`src/rtl/core/sksid_pkg.sv`:
```
// sksid_pkg: constants and codes for the sorted key set
// no dependencies; used by sorted_key_set_insert_delete, sorted_key_set_checker and tb
`default_nettype none

package sksid_pkg;

    // store geometry
    localparam int CAPACITY = 16;
    localparam int KEY_W    = 32;
    localparam int IDX_W    = (CAPACITY > 1) ? $clog2(CAPACITY) : 1;
    localparam int CNT_W    = $clog2(CAPACITY + 1);

    // port field widths
    localparam int STATUS_W = 2;
    localparam int ENTRY_W  = 5;

    // sign flip so that unsigned order matches signed order
    localparam logic [KEY_W-1:0] KEY_BIAS = {1'b1, {(KEY_W-1){1'b0}}};

    // request codes
    localparam logic CMD_INSERT = 1'b0;
    localparam logic CMD_DELETE = 1'b1;

    // status codes
    localparam logic [STATUS_W-1:0] ST_DONE = 2'd0;
    localparam logic [STATUS_W-1:0] ST_MISS = 2'd1;
    localparam logic [STATUS_W-1:0] ST_FULL = 2'd2;

endpackage

`default_nettype wire

```
`src/rtl/core/sorted_key_set_insert_delete.sv`:
```
// sorted_key_set_insert_delete: sorted set of distinct signed keys, insert and delete
// depends on sksid_pkg; keys held in one synchronous single-read, single-write memory
//
//   channel | signals                        | direction
//   --------+--------------------------------+----------
//   request | in_valid, in_ready, cmd, key   | in
//   result  | out_valid, out_ready, status,  | out
//           | entry_count                    |
//
// one request at a time: each request is handled by one ascending pass over the
// stored keys through the memory read port, one key a cycle
// insert and delete shift the following keys by one entry during that same pass
// reset empties the store at once through the count register; no clearing pass
// a request may be accepted while the previous result waits in the output register
`default_nettype none

module sorted_key_set_insert_delete
(
    input  wire logic                               clk,
    input  wire logic                               rst_n,
    input  wire logic                               in_valid,
    output logic                                    in_ready,
    input  wire logic                               cmd,
    input  wire logic signed [sksid_pkg::KEY_W-1:0] key,
    output logic                                    out_valid,
    input  wire logic                               out_ready,
    output logic [sksid_pkg::STATUS_W-1:0]          status,
    output logic [sksid_pkg::ENTRY_W-1:0]           entry_count
);

    localparam int KEY_W = sksid_pkg::KEY_W;
    localparam int IDX_W = sksid_pkg::IDX_W;
    localparam int CNT_W = sksid_pkg::CNT_W;

    // controller states
    localparam logic [1:0] S_IDLE = 2'd0;
    localparam logic [1:0] S_SCAN = 2'd1;
    localparam logic [1:0] S_DONE = 2'd2;

    localparam logic [CNT_W-1:0] CAP_CNT = CNT_W'(sksid_pkg::CAPACITY);

    logic [1:0]                      state_reg, state_next;
    logic [CNT_W-1:0]                count_reg, count_next;
    logic [CNT_W-1:0]                rd_idx_reg, rd_idx_next;
    logic                            rvalid_reg, rvalid_next;
    logic [IDX_W-1:0]                didx_reg, didx_next;
    logic                            shift_reg, shift_next;
    logic                            cmd_reg, cmd_next;
    logic [KEY_W-1:0]                key_reg, key_next;
    logic [KEY_W-1:0]                carry_reg, carry_next;
    logic [sksid_pkg::STATUS_W-1:0]  res_reg, res_next;
    logic                            out_valid_reg, out_valid_next;
    logic [sksid_pkg::STATUS_W-1:0]  status_reg, status_next;
    logic [sksid_pkg::ENTRY_W-1:0]   entry_reg, entry_next;

    // key memory
    logic [KEY_W-1:0] mem [sksid_pkg::CAPACITY];
    logic [KEY_W-1:0] rdata_reg;
    logic             mem_we;
    logic [IDX_W-1:0] mem_waddr;
    logic [KEY_W-1:0] mem_wdata;
    logic             mem_re;

    logic             full;
    logic             in_fire;
    logic             key_lt;
    logic             key_eq;

    assign in_ready    = (state_reg == S_IDLE);
    assign in_fire     = in_valid && in_ready;
    assign out_valid   = out_valid_reg;
    assign status      = status_reg;
    assign entry_count = entry_reg;

    assign full   = (count_reg == CAP_CNT);
    assign key_lt = (rdata_reg < key_reg);
    assign key_eq = (rdata_reg == key_reg);

    // memory write and registered read
    always_ff @(posedge clk)
    begin
        if (mem_we)
        begin
            mem[mem_waddr] <= mem_wdata;
        end
        if (mem_re)
        begin
            rdata_reg <= mem[rd_idx_reg[IDX_W-1:0]];
        end
    end

    // scan, shift and result control
    always_comb
    begin
        state_next     = state_reg;
        count_next     = count_reg;
        rd_idx_next    = rd_idx_reg;
        rvalid_next    = 1'b0;
        didx_next      = didx_reg;
        shift_next     = shift_reg;
        cmd_next       = cmd_reg;
        key_next       = key_reg;
        carry_next     = carry_reg;
        res_next       = res_reg;
        out_valid_next = out_valid_reg;
        status_next    = status_reg;
        entry_next     = entry_reg;
        mem_we         = 1'b0;
        mem_waddr      = didx_reg;
        mem_wdata      = carry_reg;
        mem_re         = 1'b0;

        if (out_valid_reg && out_ready)
        begin
            out_valid_next = 1'b0;
        end

        unique case (state_reg)
            S_IDLE:
            begin
                if (in_fire)
                begin
                    cmd_next    = cmd;
                    key_next    = $unsigned(key) ^ sksid_pkg::KEY_BIAS;
                    rd_idx_next = '0;
                    shift_next  = 1'b0;
                    state_next  = S_SCAN;
                end
            end

            S_SCAN:
            begin
                if (rvalid_reg)
                begin
                    // key read in the previous cycle arrives
                    if (!shift_reg)
                    begin
                        if (key_eq)
                        begin
                            if (cmd_reg == sksid_pkg::CMD_INSERT)
                            begin
                                res_next   = sksid_pkg::ST_MISS;
                                state_next = S_DONE;
                            end
                            else
                            begin
                                shift_next = 1'b1;
                            end
                        end
                        else if (!key_lt)
                        begin
                            if (cmd_reg == sksid_pkg::CMD_DELETE)
                            begin
                                res_next   = sksid_pkg::ST_MISS;
                                state_next = S_DONE;
                            end
                            else if (full)
                            begin
                                res_next   = sksid_pkg::ST_FULL;
                                state_next = S_DONE;
                            end
                            else
                            begin
                                mem_we     = 1'b1;
                                mem_waddr  = didx_reg;
                                mem_wdata  = key_reg;
                                carry_next = rdata_reg;
                                shift_next = 1'b1;
                            end
                        end
                    end
                    else if (cmd_reg == sksid_pkg::CMD_INSERT)
                    begin
                        mem_we     = 1'b1;
                        mem_waddr  = didx_reg;
                        mem_wdata  = carry_reg;
                        carry_next = rdata_reg;
                    end
                    else
                    begin
                        mem_we    = 1'b1;
                        mem_waddr = didx_reg - IDX_W'(1);
                        mem_wdata = rdata_reg;
                    end
                end
                else if (rd_idx_reg == count_reg)
                begin
                    // pass over all stored keys complete
                    state_next = S_DONE;
                    if (cmd_reg == sksid_pkg::CMD_INSERT)
                    begin
                        if (!shift_reg && full)
                        begin
                            res_next = sksid_pkg::ST_FULL;
                        end
                        else
                        begin
                            mem_we     = 1'b1;
                            mem_waddr  = count_reg[IDX_W-1:0];
                            mem_wdata  = shift_reg ? carry_reg : key_reg;
                            count_next = count_reg + CNT_W'(1);
                            res_next   = sksid_pkg::ST_DONE;
                        end
                    end
                    else if (shift_reg)
                    begin
                        count_next = count_reg - CNT_W'(1);
                        res_next   = sksid_pkg::ST_DONE;
                    end
                    else
                    begin
                        res_next = sksid_pkg::ST_MISS;
                    end
                end

                // issue the next read while the pass goes on
                if (state_next == S_SCAN && rd_idx_reg < count_reg)
                begin
                    mem_re      = 1'b1;
                    rvalid_next = 1'b1;
                    didx_next   = rd_idx_reg[IDX_W-1:0];
                    rd_idx_next = rd_idx_reg + CNT_W'(1);
                end
            end

            S_DONE:
            begin
                if (!out_valid_reg || out_ready)
                begin
                    out_valid_next = 1'b1;
                    status_next    = res_reg;
                    entry_next     = sksid_pkg::ENTRY_W'(count_reg);
                    state_next     = S_IDLE;
                end
            end

            default:
            begin
                state_next = S_IDLE;
            end
        endcase
    end

    // control registers
    always_ff @(posedge clk or negedge rst_n)
    begin
        if (!rst_n)
        begin
            state_reg     <= S_IDLE;
            count_reg     <= '0;
            rvalid_reg    <= 1'b0;
            out_valid_reg <= 1'b0;
        end
        else
        begin
            state_reg     <= state_next;
            count_reg     <= count_next;
            rvalid_reg    <= rvalid_next;
            out_valid_reg <= out_valid_next;
        end
    end

    // payload registers
    always_ff @(posedge clk)
    begin
        rd_idx_reg <= rd_idx_next;
        didx_reg   <= didx_next;
        shift_reg  <= shift_next;
        cmd_reg    <= cmd_next;
        key_reg    <= key_next;
        carry_reg  <= carry_next;
        res_reg    <= res_next;
        status_reg <= status_next;
        entry_reg  <= entry_next;
    end

    // checks
    a_count_bound: assert property (@(posedge clk) disable iff (!rst_n)
        count_reg <= CAP_CNT)
        else $error("key count above capacity");

    a_write_in_scan: assert property (@(posedge clk) disable iff (!rst_n)
        mem_we |-> (state_reg == S_SCAN))
        else $error("memory write outside a pass");

    a_read_in_scan: assert property (@(posedge clk) disable iff (!rst_n)
        rvalid_reg |-> (state_reg == S_SCAN))
        else $error("read data returned outside a pass");

    a_full_count: assert property (@(posedge clk) disable iff (!rst_n)
        (out_valid_reg && status_reg == sksid_pkg::ST_FULL)
            |-> (entry_reg == sksid_pkg::ENTRY_W'(CAP_CNT)))
        else $error("full status with store not full");

endmodule

`default_nettype wire

```
`config.mk`:
```
export PLATFORM = sky130hd
export DESIGN_NAME = sorted_key_set_insert_delete
export DESIGN_NICKNAME = d
export VERILOG_FILES = /design/src/rtl/core/sksid_pkg.sv /design/src/rtl/core/sorted_key_set_insert_delete.sv
export SDC_FILE = /design/constraint.sdc
export NUM_CORES = 1
export LEC_CHECK = 0
export BUFFER_PORTS_ARGS = -buffer_cell sky130_fd_sc_hd__buf_2
export CAP_MARGIN = 20
export CELL_PAD_IN_SITES_DETAIL_PLACEMENT = 1
export CELL_PAD_IN_SITES_GLOBAL_PLACEMENT = 1
export CORE_ASPECT_RATIO = 1.25
export CORE_MARGIN = 2
export CORE_UTILIZATION = 35
export CTS_BUF_LIST = sky130_fd_sc_hd__clkbuf_8
export CTS_CLUSTER_DIAMETER = 150
export DETAILED_ROUTE_END_ITERATION = 10
export HOLD_SLACK_MARGIN = 0.12
export PLACE_DENSITY_LB_ADDON = 0.1
export SLEW_MARGIN = 20
export SYNTH_ARGS = -nofsm -noshare
export SYNTH_HDL_FRONTEND = slang
export SYNTH_SLANG_ARGS = --single-unit
```
`constraint.sdc`:
```
create_clock -name clk -period 8.5 [get_ports clk]
set_input_delay 1.275 -clock clk [delete_from_list [all_inputs] [get_ports clk]]
set_output_delay 1.275 -clock clk [all_outputs]
set_load 0.1 [all_outputs]
```
==> reports/qor_table.md, run 1 <==
| Result | Reported | Unit |
| --- | --- | --- |
| Kind of start point of the critical path | flip-flop | - |
| Hold/Removal Path Class | in2async | - |
| Fraction of synthesis flops using an asynchronous set or reset pin | 1.413 | % |
| Data required time of the worst path | 8.90 | ns |
| Count of flip-flops with a built-in enable after synthesis | 628 | - |
| Critical setup path kind | reg2reg | - |
| Via count of the first global-routing pass | 16060 | - |
| Reg with most FFs | mem | - |
| Detailed-route via count | 14760 | - |
| Sum of negative setup slack | 0 | ns |
| Number of distinct library cell variants in the gate-level netlist after synthesis | 69 | - |
| Clk root buf | clkbuf_8 | - |
| Count of mapped cells out of synthesis | 1437 | - |
| Number of cells in the finished layout apart from fillers | 2614 | - |
| Number of flip-flops under the largest register name | 512 | - |
| Total Nets Final | 1636 | - |
| Detailed-routing iteration count for the pre-antenna-repair pass | 5 | - |
| DP Wirelength | 42550 | µm |
| Die width | 252.3 | µm |
| Ratio of cells with drive above 1 in the final layout | 30.62 | % |
| RSZ-0062 raised after global routing | false | - |
| Filler cells | 7267 | - |
| Pin count of the biggest net entering global routing | 133 | - |
| Die Y | 314.4 | µm |
| DRC | 0 | - |
| Number of hold-repair buffers added at the cts stage | 0 | - |
| # port buffers | 45 | - |
| Setup repair bufs after CTS | 0 | - |
| Total instance count after detailed placement | 2428 | - |
| Register bit total from synthesis | 637 | - |
| Setup Slack @ Placement | 3.831 | ns |
| Setup violators final | 0 | - |
| Worst Skew | 0.03474 | ns |
| Synth Area per Inst | 18.78 | µm² |
| Maximum vdd drop | 265.4 | µV |
| Area of the core | 76210 | µm² |
| Final-report max-slew violation count | 0 | - |
| CTS sink cnt | 637 | - |
| Result of the run | finished clean | - |
| Cell Rows | 113 | - |
| Number of buffers on the longest clock path | 3 | - |
| Power density relative to cell area | 377.8 | nW/µm² |
| Cells resized by post-CTS repair | 0 | - |
| Worst-Skew Late Latency | 0.71 | ns |
| Die footprint | 79350 | µm² |
| Top fanout value on the critical path | 44 | - |
| Antenna violations before repair | 1 | - |
| Average via count per standard cell | 5.647 | - |
| Area of the multi-input gates | 7635 | µm² |
| Yosys warning total | 0 | - |
| Area occupied by registers | 19080 | µm² |
| Most used cells in the layout excluding fill and tap cells | edfxtp_1, mux4_2, clkbuf_8, inv_1, a21oi_1 | - |
| Syn Std Cell Area | 26980 | µm² |
| Total length of routed wires | 77410 | µm |
| I/O pins | 46 | - |
| Total leakage power | 10.01 | nW |
| CP Data Arrival Time | 4.62 | ns |
| Remaining global-route overflow | 0 | - |
| Detailed-route wire length per cell | 29.61 | µm |
| Number of nets still failing antenna checks after routing | 0 | - |
| Last weighted congestion value of the routability-driven placer | 0.7282 | - |
| Final Hold Fails | 0 | - |
| Setup crit end kind | flip-flop | - |
| Maxcap violations | 0 | - |
| Syn_nets | 1517 | - |
| Worst Slack Setup Final | 4.275 | ns |
| Iteration-0 DRC count of the detailed router | 1133 | - |
| CTS tree | yes | - |
| Most frequently used flop master after synthesis | edfxtp_1 | - |
| Fin crit period | 4.225 | ns |
| Sequential element share of the synthesized area | 70.72 | % |
| Highest attainable clock frequency | 236.7 | MHz |
| Worst reg-to-reg setup slack | 4.27 | ns |
| Clock buffers created by TritonCTS | 101 | - |
| Worst-path clk slew | 0.07 | ns |
| Most common cell after layout, fill and taps aside | edfxtp_1 | - |
| Slew at the pin closest to its max-slew limit | 1.109 | ns |
| Wire length of the first global-routing pass | 113600 | µm |
| Layout overhead on the synthesized area | 14.05 | % |
| Total routing usage reported by global routing | 19.99 | % |
| H-Tree Depth | 3 | - |
| Initial cell density of the core | 35.41 | % |
| Final period utilization | 49.71 | % |
| Slew margin rel. | 26.10 | % |
critical path, cell delays in order, from the launching register on:
cell	delay (ns)
edfxtp_1	0.37
buf_4	0.39
a21oi_4	0.74
buf_4	0.52
nand3_2	0.68
mux2_2	0.44
a21oi_1	0.08
a31oi_2	0.63
stage by stage:
step	power [mW]	instance area (µm²)	hold slack, ns	utilization (%)
floorplan	7.589	26980	0.4003	-
global placement	9.019	28630	0.4026	37.56
detailed placement	9.115	28630	0.4124	37.56
CTS	11.74	30580	0.3452	40.13
global route	12.27	30770	0.3819	40.38
finish	11.63	30770	0.4139	40.38
cells by family (layout without fill, tap and decap cells):
kind of cell,count (synthesis),count (layout),share of synthesized area (%)
compound gates,219,219,5.662
xor+xnor,9,9,0.2921
fa+ha+maj,43,43,2.022
buf+inv,135,334,2.151
flops,637,637,70.72
mux,214,214,15.51
other cells,0,1,0
simple gates,180,180,3.645
routing by layer:
layer	global-route usage, %	vias to the layer above	part of all wire [%]
met4	6.146	0	2.3
li1	-	6261	-
met3	2.671	105	3.9
met1	27.69	8045	45
met2	32.91	350	49
met5	0	-	0
synth_stat cells, drive strengths merged (2+ instances only):
cell	n	share of area, %
a211oi	15	0.42
a21boi	2	0.070
a21o	4	0.11
a21oi	79	1.5
a221oi	2	0.15
a31oi	19	0.44
and2	5	0.13
and3	2	0.046
buf	40	0.83
clkbuf	48	0.67
dfrtp	9	0.83
edfxtp	628	70
ha	42	1.9
inv	46	0.64
mux2	32	1.3
mux2i	22	0.82
mux4	160	13
nand2	36	0.51
nand2b	6	0.14
nand3	22	0.45
nand4	22	0.58
nor2	42	0.58
nor2b	5	0.12
nor3	4	0.11
nor4	32	0.87
o211ai	34	0.96
o21a	3	0.088
o21ai	13	0.26
o221ai	32	1.1
o22a	2	0.065
o22ai	2	0.046
o31ai	2	0.093
xnor2	5	0.16
xor2	4	0.13
power by group:
| part | internal, mW | switching, mW | leakage, nW |
|---|---|---|---|
| sequential | 4.63 | 0.240 | 5.80 |
| clock | 1.35 | 1.23 | 1.12 |
| combinational | 1.48 | 2.69 | 3.09 |
path summary, 6_finish.rpt:
path / startpoint / endpoint / cells past startpoint
setup / recovery: cmd_reg$_DFFE_PP_ / mem[13][2]$_DFFE_PP_ / 7
hold / removal: rst_n / rvalid_reg$_DFF_PN0_ / 1
setup reg to reg: cmd_reg$_DFFE_PP_ / mem[13][2]$_DFFE_PP_ / 7
hold reg to reg: res_reg[1]$_DFFE_PP_ / status[1]$_DFFE_PP_ / 0
max in group asynchronous: rst_n / count_reg[0]$_DFFE_PN0P_ / 1
min in group clk: res_reg[1]$_DFFE_PP_ / status[1]$_DFFE_PP_ / 0
final cells by class:
| cell class | instances | area share [%] |
|---|---|---|
| Inverter | 47 | 0.5733 |
| Clock inverter | 76 | 1.573 |
| Tap cell | 977 | 3.972 |
| Timing Repair Buffer | 104 | 2.265 |
| Multi-Input combinational cell | 665 | 24.81 |
| Sequential cell | 637 | 62.01 |
| Clock buffer | 107 | 4.786 |
| Antenna cell | 1 | 0.008132 |
Power figures use the tool's default switching activity.
==> inputs of run 2 (changes only) <==
Clock period 8.5 ns to 3.9 ns, I/O delays scaled along.
==> run 2 against run 1 <==
Wire length decreased by 0.22%. Via count increased by 0.19%. Sequential cell count unchanged. Die area unchanged. Utilization increased by 1.3 points. Critical endpoint is now rd_idx_reg[2]$_SDFFCE_PN0P_. Largest power group unchanged.
==> reports/qor_table.md, run 2 (same netlist as run 1, synthesis figures left out) <==
| Result | Reported | Unit | vs previous |
| --- | --- | --- | --- |
| Result of the run | finished clean | - |  |
| Worst Hold Endpoint | key_reg[18]$_DFFE_PP_ | - |  |
| Layout overhead on the synthesized area | 17.75 | % |  |
| Worst-Skew Late Latency | 0.73 | ns | +0.02 ns |
| Setup repair bufs after CTS | 0 | - | unchanged |
| Detailed-route wire length per cell | 28.72 | µm | -3.0% |
| Pin count of the biggest net entering global routing | 132 | - | -0.75% |
| Highest attainable clock frequency | 274.1 | MHz | +16% |
| Wire length of the first global-routing pass | 114100 | µm | +0.44% |
| Initial cell density of the core | 35.41 | % | unchanged |
| Die footprint | 79350 | µm² | unchanged |
| # port buffers | 45 | - | unchanged |
| Final-report max-slew violation count | 0 | - | unchanged |
| Kind of start point of the critical path | flip-flop | - |  |
| Hold depth | 1 | - |  |
| Cell Rows | 113 | - | unchanged |
| Number of buffers on the longest clock path | 3 | - | unchanged |
| R2R cell count | 10 | - | +3 |
| Die Y | 314.4 | µm | unchanged |
| Reg with most FFs | mem | - |  |
| Worst-path clk slew | 0.06 | ns | about the same |
| DP Wirelength | 48510 | µm | +14% |
| Data required time of the worst path | 4.26 | ns | -4.64 ns |
| Most used cells in the layout excluding fill and tap cells | edfxtp_1, mux4_2, clkbuf_8, inv_1, a21oi_1 | - |  |
| RSZ-0062 raised after global routing | false | - |  |
| Internal power | 16.66 | mW | +120% |
| Sum of negative setup slack | 0 | ns | unchanged |
| Detailed-routing iteration count for the pre-antenna-repair pass | 5 | - | unchanged |
| Maxcap violations | 0 | - | unchanged |
| Top fanout value on the critical path | 34 | - | -23% |
| Ratio of cells with drive above 1 in the final layout | 30.33 | % | -0.29 points |
| Iteration-0 DRC count of the detailed router | 1080 | - | -4.7% |
| H-Tree Depth | 3 | - | unchanged |
| Area of the core | 76210 | µm² | unchanged |
| Most common cell after layout, fill and taps aside | edfxtp_1 | - |  |
| Worst Hold Launch | key[18] | - |  |
| CTS sink cnt | 637 | - | unchanged |
| DRC | 0 | - | unchanged |
| Final period utilization | 93.53 | % | +44 points |
| Maximum vdd drop | 444.9 | µV | +68% |
| Number of flip-flops under the largest register name | 512 | - | unchanged |
| Hold/Removal Path Class | in2reg | - |  |
| Detailed-route via count | 14790 | - | +0.19% |
| Gate power share | 40.0 | % | +4.1 points |
| Average via count per standard cell | 5.500 | - | -2.6% |
| Slew at the pin closest to its max-slew limit | 1.026 | ns | -0.08284 ns |
| Worst hold slack across all endpoints | 0.1849 | ns | -0.2290 ns |
| Fin crit period | 3.648 | ns | -0.5775 ns |
| Setup Slack @ Placement | 0.1925 | ns | -3.638 ns |
| Clock buffers created by TritonCTS | 103 | - | +2.0% |
| Net switching share of the total power | 37.21 | % | +1.4 points |
| Capture instance of the worst register-to-register path | rd_idx_reg[2]$_SDFFCE_PN0P_ | - |  |
| Setup crit end kind | flip-flop | - |  |
| Total Nets Final | 1719 | - | +5.1% |
| Total leakage power | 10.46 | nW | +4.5% |
| Switching power | 9.873 | mW | +140% |
| Clk root buf | clkbuf_8 | - |  |
| I/O pins | 46 | - | unchanged |
| Flop pwr share | 39.8 | % | -2.1 points |
| Via count of the first global-routing pass | 16330 | - | +1.7% |
| Worst reg-to-reg setup slack | 0.25 | ns | -4.02 ns |
| Last weighted congestion value of the routability-driven placer | 0.7632 | - | +4.8% |
| Total routing usage reported by global routing | 19.91 | % | -0.084 points |
| CTS tree | yes | - |  |
| Total length of routed wires | 77240 | µm | -0.22% |
| Worst Slack Setup Final | 0.2522 | ns | -4.022 ns |
| Number of nets still failing antenna checks after routing | 0 | - | unchanged |
| CP Data Arrival Time | 4.01 | ns | -0.61 ns |
| Setup violators final | 0 | - | unchanged |
| Die width | 252.3 | µm | unchanged |
| Final Hold Fails | 0 | - | unchanged |
| Power density relative to cell area | 835.1 | nW/µm² | +120% |
| Critical setup path kind | reg2reg | - |  |
| Slew margin rel. | 31.62 | % | +5.5 points |
| Critical register-to-register path startpoint | rdata_reg[9]$_DFFE_PP_ | - |  |
| Antenna violations before repair | 5 | - | +4 |
| Relative contribution of the clock network to total power | 20.2 | % | -2.0 points |
| Worst Skew | 0.04104 | ns | +0.006304 ns |
| Remaining global-route overflow | 0 | - | unchanged |
[run 2: layout make-up]
cell class | count | area, µm²
Clock inverter | 72 | 402.9
Timing Repair Buffer | 185 | 1834
Fill cell | 7322 | 44430
Tap cell | 977 | 1222
Clock buffer | 105 | 1445
Multi-Input combinational cell | 665 | 7606
Antenna cell | 1 | 2.502
Sequential cell | 637 | 19080
Inverter | 47 | 176.4
[run 2: how the worst max path moves through the flow]
stage | cells after the start | slack (ns) | start | endpoint
floorplan | 11 | 0.03 | rd_idx_reg[0]$_SDFFCE_PN0P_ | mem[13][0]$_DFFE_PP_
global placement | 11 | 0.21 | key_reg[11]$_DFFE_PP_ | rd_idx_reg[4]$_SDFFCE_PN0P_
detailed placement | 11 | 0.19 | key_reg[11]$_DFFE_PP_ | rd_idx_reg[2]$_SDFFCE_PN0P_
CTS | 11 | 0.18 | key_reg[11]$_DFFE_PP_ | rd_idx_reg[3]$_SDFFCE_PN0P_
global route | 10 | 0.08 | key_reg[26]$_DFFE_PP_ | mem[5][20]$_DFFE_PP_
finish | 10 | 0.25 | rdata_reg[9]$_DFFE_PP_ | rd_idx_reg[2]$_SDFFCE_PN0P_
[run 2: timing repair]
item | CTS | global route
hold buffers | 33 | 0
hold endpoints to repair | 41 | 0
gates resized for setup | 0 | 0
[run 2: worst max-delay path, cell delays in order, from the launching register on]
cell      delay [ns]
edfxtp_1        0.45
ha_1            0.34
nand4_1         0.21
nor4_2          0.49
buf_4           0.21
nor2b_1         0.10
o41a_2          0.21
buf_12          0.23
a211o_1         0.36
buf_4           0.17
o31ai_2         0.50
[run 2: through the flow]
step	area, µm²	total power [mW]	util (%)	std cells
after floorplan	27240	16.76	-	1437
after global placement	29590	21.23	38.83	2478
after detailed placement	29590	21.44	38.83	2478
after CTS	31770	26.95	41.69	2688
after global routing	31770	27.90	41.69	2689
final	31770	26.53	41.69	2689
[run 2: power groups by stage]
| stage | sequential [mW] | clock, mW | combinational [mW] |
|---|---|---|---|
| floorplan | 10.6 | 0 | 6.16 |
| global placement | 10.7 | 0 | 10.6 |
| detailed placement | 10.7 | 0 | 10.7 |
| CTS | 10.6 | 5.58 | 10.8 |
| global route | 10.7 | 5.84 | 11.4 |
| finish | 10.6 | 5.36 | 10.6 |
[run 2: layer usage]
layer	vias up	GRT usage [%]	wire [µm]
met5	-	0	0
met4	0	4.895	1227
met3	91	3.167	2837
met2	320	33.63	38670
met1	7972	27.00	34500
li1	6406	-	-
